$ cat src/rtl/imhpq_pkg.sv
package imhpq_pkg;

    localparam int MAX_ELEMENTS = 256;
    localparam int ID_W         = 9;
    localparam int ADDR_W       = $clog2(MAX_ELEMENTS);
    localparam int KEY_W        = 32;

    localparam logic [1:0] KIND_INSERT = 2'd0;
    localparam logic [1:0] KIND_REMOVE = 2'd1;
    localparam logic [1:0] KIND_CHANGE = 2'd2;
    localparam logic [1:0] KIND_LOOKUP = 2'd3;

    localparam logic [1:0] ST_OK     = 2'd0;
    localparam logic [1:0] ST_FULL   = 2'd1;
    localparam logic [1:0] ST_EMPTY  = 2'd2;
    localparam logic [1:0] ST_ABSENT = 2'd3;

    typedef struct packed {
        logic [1:0]              kind;
        logic [ID_W-1:0]         element;
        logic signed [KEY_W-1:0] key;
    } req_t;

    typedef struct packed {
        logic [1:0]              status;
        logic                    is_empty;
        logic [ID_W-1:0]         count;
        logic [ID_W-1:0]         min_element;
        logic signed [KEY_W-1:0] min_key;
        logic                    elem_present;
        logic signed [KEY_W-1:0] elem_key;
    } rsp_t;

    typedef struct packed {
        logic [ID_W-1:0]         element;
        logic signed [KEY_W-1:0] key;
    } slot_t;

    typedef enum logic [3:0] {
        CMD_NONE,
        CMD_LOAD,
        CMD_INS,
        CMD_CHG,
        CMD_RM_A,
        CMD_RM_B,
        CMD_RM_C,
        CMD_PUT_S,
        CMD_UP_RD,
        CMD_UP_MOVE,
        CMD_DN_RD_L,
        CMD_DN_L,
        CMD_DN_TAKE_R,
        CMD_DN_MOVE,
        CMD_FIN_A,
        CMD_FIN_B
    } op_t;

    typedef struct packed {
        op_t        op;
        logic       fin;
        logic [1:0] status;
    } cmd_t;

    typedef struct packed {
        logic [1:0] kind;
        logic id_ok;
        logic present;
        logic full;
        logic empty;
        logic at_root;
        logic no_child;
        logic has_right;
        logic hrd_gt_s;
        logic key_lt_old;
        logic key_gt_old;
        logic right_lt;
        logic s_gt_child;
        logic out_busy;
    } stat_t;

endpackage

$ cat src/rtl/imhpq_ctrl.sv
module imhpq_ctrl (
    input  logic             clk,
    input  logic             rst_n,
    input  logic             req_valid,
    output logic             req_ready,
    input  imhpq_pkg::stat_t stat,
    output imhpq_pkg::cmd_t  cmd
);

    typedef enum logic [14:0] {
        S_IDLE   = 15'b000000000000001,
        S_POS    = 15'b000000000000010,
        S_RM_B   = 15'b000000000000100,
        S_RM_C   = 15'b000000000001000,
        S_RM_D   = 15'b000000000010000,
        S_CK     = 15'b000000000100000,
        S_UP_RD  = 15'b000000001000000,
        S_UP_CMP = 15'b000000010000000,
        S_DN_L   = 15'b000000100000000,
        S_DN_R   = 15'b000001000000000,
        S_DN_RC  = 15'b000010000000000,
        S_DN_CMP = 15'b000100000000000,
        S_FIN_A  = 15'b001000000000000,
        S_FIN_B  = 15'b010000000000000,
        S_FIN_C  = 15'b100000000000000
    } state_t;

    state_t     state_reg, state_next;
    logic [1:0] status_reg, status_next;

    // state and status registers
    always_ff @(posedge clk or negedge rst_n)
    begin
        if (!rst_n)
        begin
            state_reg  <= S_IDLE;
            status_reg <= imhpq_pkg::ST_OK;
        end
        else
        begin
            state_reg  <= state_next;
            status_reg <= status_next;
        end
    end

    assign req_ready = (state_reg == S_IDLE);

    // sequencing of heap operations
    always_comb
    begin
        state_next  = state_reg;
        status_next = status_reg;
        cmd.op      = imhpq_pkg::CMD_NONE;
        cmd.fin     = 1'b0;
        cmd.status  = status_reg;
        case (state_reg)
            S_IDLE:
            begin
                status_next = imhpq_pkg::ST_OK;
                if (req_valid)
                begin
                    cmd.op     = imhpq_pkg::CMD_LOAD;
                    state_next = S_POS;
                end
            end
            S_POS:
            begin
                case (stat.kind)
                    imhpq_pkg::KIND_INSERT:
                    begin
                        if (!stat.id_ok || stat.present || stat.full)
                        begin
                            status_next = imhpq_pkg::ST_FULL;
                            state_next  = S_FIN_A;
                        end
                        else
                        begin
                            cmd.op     = imhpq_pkg::CMD_INS;
                            state_next = S_UP_RD;
                        end
                    end
                    imhpq_pkg::KIND_REMOVE:
                    begin
                        if (stat.empty)
                        begin
                            status_next = imhpq_pkg::ST_EMPTY;
                            state_next  = S_FIN_A;
                        end
                        else
                        begin
                            cmd.op     = imhpq_pkg::CMD_RM_A;
                            state_next = S_RM_B;
                        end
                    end
                    imhpq_pkg::KIND_CHANGE:
                    begin
                        if (!stat.present)
                        begin
                            status_next = imhpq_pkg::ST_ABSENT;
                            state_next  = S_FIN_A;
                        end
                        else
                        begin
                            cmd.op     = imhpq_pkg::CMD_CHG;
                            state_next = S_CK;
                        end
                    end
                    default:
                    begin
                        if (!stat.present)
                        begin
                            status_next = imhpq_pkg::ST_ABSENT;
                        end
                        state_next = S_FIN_A;
                    end
                endcase
            end
            S_RM_B:
            begin
                cmd.op     = imhpq_pkg::CMD_RM_B;
                state_next = S_RM_C;
            end
            S_RM_C:
            begin
                cmd.op     = imhpq_pkg::CMD_RM_C;
                state_next = S_RM_D;
            end
            S_RM_D:
            begin
                state_next = stat.empty ? S_FIN_A : S_DN_L;
            end
            S_CK:
            begin
                if (stat.key_lt_old)
                begin
                    state_next = S_UP_RD;
                end
                else if (stat.key_gt_old)
                begin
                    state_next = S_DN_L;
                end
                else
                begin
                    cmd.op     = imhpq_pkg::CMD_PUT_S;
                    state_next = S_FIN_A;
                end
            end
            S_UP_RD:
            begin
                if (stat.at_root)
                begin
                    cmd.op     = imhpq_pkg::CMD_PUT_S;
                    state_next = S_FIN_A;
                end
                else
                begin
                    cmd.op     = imhpq_pkg::CMD_UP_RD;
                    state_next = S_UP_CMP;
                end
            end
            S_UP_CMP:
            begin
                if (stat.hrd_gt_s)
                begin
                    cmd.op     = imhpq_pkg::CMD_UP_MOVE;
                    state_next = S_UP_RD;
                end
                else
                begin
                    cmd.op     = imhpq_pkg::CMD_PUT_S;
                    state_next = S_FIN_A;
                end
            end
            S_DN_L:
            begin
                if (stat.no_child)
                begin
                    cmd.op     = imhpq_pkg::CMD_PUT_S;
                    state_next = S_FIN_A;
                end
                else
                begin
                    cmd.op     = imhpq_pkg::CMD_DN_RD_L;
                    state_next = S_DN_R;
                end
            end
            S_DN_R:
            begin
                cmd.op     = imhpq_pkg::CMD_DN_L;
                state_next = stat.has_right ? S_DN_RC : S_DN_CMP;
            end
            S_DN_RC:
            begin
                if (stat.right_lt)
                begin
                    cmd.op = imhpq_pkg::CMD_DN_TAKE_R;
                end
                state_next = S_DN_CMP;
            end
            S_DN_CMP:
            begin
                if (stat.s_gt_child)
                begin
                    cmd.op     = imhpq_pkg::CMD_DN_MOVE;
                    state_next = S_DN_L;
                end
                else
                begin
                    cmd.op     = imhpq_pkg::CMD_PUT_S;
                    state_next = S_FIN_A;
                end
            end
            S_FIN_A:
            begin
                cmd.op     = imhpq_pkg::CMD_FIN_A;
                state_next = S_FIN_B;
            end
            S_FIN_B:
            begin
                cmd.op     = imhpq_pkg::CMD_FIN_B;
                state_next = S_FIN_C;
            end
            S_FIN_C:
            begin
                // output still held: read the result again
                if (!stat.out_busy)
                begin
                    cmd.fin    = 1'b1;
                    state_next = S_IDLE;
                end
                else
                begin
                    state_next = S_FIN_A;
                end
            end
            default:
            begin
                state_next = S_IDLE;
            end
        endcase
    end

endmodule

$ cat config.mk
export PLATFORM = sky130hd
export DESIGN_NAME = imhpq_ctrl
export DESIGN_NICKNAME = d
export VERILOG_FILES = /design/src/rtl/imhpq_pkg.sv /design/src/rtl/imhpq_ctrl.sv
export SDC_FILE = /design/constraint.sdc
export NUM_CORES = 1
export LEC_CHECK = 0
export BUFFER_PORTS_ARGS = -buffer_cell sky130_fd_sc_hd__buf_2
export CORE_ASPECT_RATIO = 1.5
export CORE_UTILIZATION = 27
export DETAILED_ROUTE_END_ITERATION = 12
export PLACE_DENSITY_LB_ADDON = 0.25
export SYNTH_ARGS = -nofsm -noshare
export SYNTH_HDL_FRONTEND = slang
export SYNTH_SLANG_ARGS = --single-unit
$ cat constraint.sdc
create_clock -name clk -period 2.1 [get_ports clk]
set_input_delay 0.105 -clock clk [delete_from_list [all_inputs] [get_ports clk]]
set_output_delay 0.105 -clock clk [all_outputs]
set_load 0.02 [all_outputs]
==> flow_metrics.env <==
export IMPL_overflow=0
export IMPL_path_clk_slew_ps=80
export IMPL_hpwl_mm=2.91
export IMPL_ys_warn_count=0
export IMPL_dieArea_um2=4880
export IMPL_violations="negative setup slack"
export IMPL_path_max_fanout=4
export IMPL_vdd_drop_max_mv=0.618
export IMPL_vias_per_cell=5.69
export IMPL_p_per_area_nw_per_um2=833
export IMPL_intPower_uw=809
export IMPL_synth_xor_area_frac=0.0141
export IMPL_yosysSeqAreaShare=0.344
export IMPL_final_cell_mix="buf_2, buf_4, dfrtp_1"
export IMPL_endpoint_kind="output pin"
export IMPL_antenna_found_initial=0
export IMPL_drive_above_1_share=0.404
export IMPL_nNetsFinal=207
export IMPL_leakage_nw=0.781
export IMPL_worstSetupStartpointType="flip-flop"
export IMPL_yosys_top_cells_area="dfrtp_1, nor2_1, nand2_1"
export IMPL_skew_ps=11.7
export IMPL_layout_commonest_cell="buf_2"
export IMPL_globalplace_congestion=0.897
export IMPL_cp_arrival_ps=2030
export IMPL_syn_inst=142
export IMPL_wl_per_cell_um=16.4
export IMPL_status="complete, but fails checks"
export IMPL_synth_top_family_by_area="simple AND/OR/NAND/NOR gates"
export IMPL_grt_usage=0.160
export IMPL_p_total_mw=1.44
export IMPL_grt_pass1_wl_mm=6.11
export IMPL_p_sw_uw=634
export IMPL_async_flop_share=1.00
export IMPL_synth_edf_count=0
export IMPL_grt_pass1_vias=1341
export IMPL_yosys_area_share_adder=0
export IMPL_core_um2=4320
export IMPL_syn_area_um2=1240
export IMPL_antenna_left=0
export IMPL_rsz0062_at_grt="true"
export IMPL_clk_latency_ps=260
export IMPL_syn_area_per_cell_um2=8.74
export IMPL_drc=0
export IMPL_required_ps=2000
export IMPL_design_portCount=26
export IMPL_clock_power_share=0.177
export IMPL_p_sw_frac=0.439
export IMPL_fin_crit_sh=1.02
export IMPL_fmax_mhz=469
export IMPL_final_hold_violation_count=0
export IMPL_cts_buffer_depth=2
export IMPL_synth_seq_cells=17
export IMPL_first_iter_violations=47
export IMPL_io_buffers=25
export IMPL_largest_register_ffs=15
export IMPL_final_max_slew_viol_count=0
export IMPL_place_area_um2=1510
export IMPL_fin_crit_ps=2130
export IMPL_cts_num_sinks=17
export IMPL_die_y_um=85.0
export IMPL_muxShareOfSynthArea=0
export IMPL_hp_class="in -> reg"
export IMPL_numCtsBuffers=3
export IMPL_fin_tns_setup_ps=-60.8
export IMPL_fp_dieW_um=57.4
export IMPL_criticalPathCategory="reg -> out"
export IMPL_grt_start_max_net_pins=18
export IMPL_setup_slack_ps=-34.1
export IMPL_area_delta_synth_final_pct=39.4
export IMPL_synth_simple_area_share=0.487
export IMPL_rows=29
export IMPL_postLayoutCellArea_um2=1730
export IMPL_seqPwrFrac=0.309
export IMPL_worstMarginPinSlew_ps=403
export IMPL_synth_ff_type="dfrtp_1"
export IMPL_h_tree_depth=1
export IMPL_cts_root_buf="clkbuf_8"
export IMPL_cap_violations=0
export IMPL_num_vias=1331
export IMPL_synth_top_area_frac=0.323
export IMPL_drtPass1Iterations=4
export IMPL_initial_core_util=0.287
export IMPL_final_setup_viol_count=2
export IMPL_synthesis_nets=160
export IMPL_hold_worst_slack_ps=42.6
export IMPL_yosysTopAreaCell="dfrtp_1"
export IMPL_slew_headroom=0.729
export IMPL_wl_mm=3.83
export IMPL_pwr_share_comb=0.513
export IMPL_ys_types=40
export IMPL_synth_compound_area_frac=0.118
export IMPL_diodes=0
export IMPL_cts_tree="done"
what timing repair did:
action                                  4_1_cts  5_1_grt
pin swaps                                     4        4
resized for setup                            12       15
hold endpoints to repair                     16        0
hold buffers                                  1        0
setup buffers                                 1        3
endpoints found under the setup margin        4        4
critical path, stage by stage (launching register included):
cell	delay (ps)
dfrtp_1	420
nor4_4	410
nand4_1	200
buf_4	190
nor4b_4	220
nor2_1	70
nand3_1	120
buf_6	130
layout make-up:
type	instances	area [um2]
Clock buffer	3	41.3
Clock inverter	1	5.00
Fill cell	443	2590
Inverter	6	22.5
Multi-Input combinational cell	116	886
Sequential cell	17	428
Tap cell	46	57.6
Timing Repair Buffer	45	290
routing by layer:
metal	vias up	track usage	wire, um
li1	629	-	-
met1	665	0.201	1630
met2	31	0.276	2020
met3	6	0.0198	130
met4	0	0.0621	55
met5	-	0	0
power by group through the flow:
stage	sequential [mW]	combinational, mW	clock, mW
global placement	0.442	0.605	0
global route	0.452	0.799	0.271
CTS	0.437	0.663	0.257
finish	0.446	0.740	0.256
floorplan	0.454	0.380	0
detailed placement	0.442	0.614	0
cell usage after synthesis, drive strengths merged, types with 2 or more instances:
master	n
dfrtp	16
nand4b	5
nor4	12
nand4	5
xor2	2
nand2	15
a211oi	2
a21oi	7
nor3b	5
nand2b	5
a22o	3
a31oi	2
inv	6
nor3	9
nand3	8
nand3b	3
nor2	17
nor4b	3
buf	3
o21ai	3
final timing paths:
| path | from | to | slack, ps | cells past startpoint |
|---|---|---|---|---|
| setup reg to reg | state_reg[7] | status_reg[0] | 50 | 7 |
| hold reg to reg | status_reg[1] | status_reg[1] | 530 | 2 |
| setup / recovery | state_reg[7] | cmd[6] | -30 | 7 |
| min in group asynchronous | rst_n | state_reg[9] | 310 | 2 |
| max in group asynchronous | rst_n | state_reg[0] | 1460 | 2 |
| hold / removal | stat[6] | state_reg[11] | 40 | 2 |
per-stage QoR:
stage               std cells  setup WS (ps)  utilization
detailed placement        225            135        0.350
global route              234           -146        0.401
CTS                       231          -32.0        0.380
floorplan                 142            224            -
global placement          225            168        0.350
finish                    234          -34.1        0.401
cell families (layout without fill, tap and decap cells):
logic type                count (synthesis)  after routing
and+or+nand+nor                          92             92
AOI/OAI and AO/OA                        22             22
buffers and inverters                     9             55
DFF                                      17             17
xor gates and xnor gates                  2              2
Note: power is estimated with default switching activity, not from simulation.
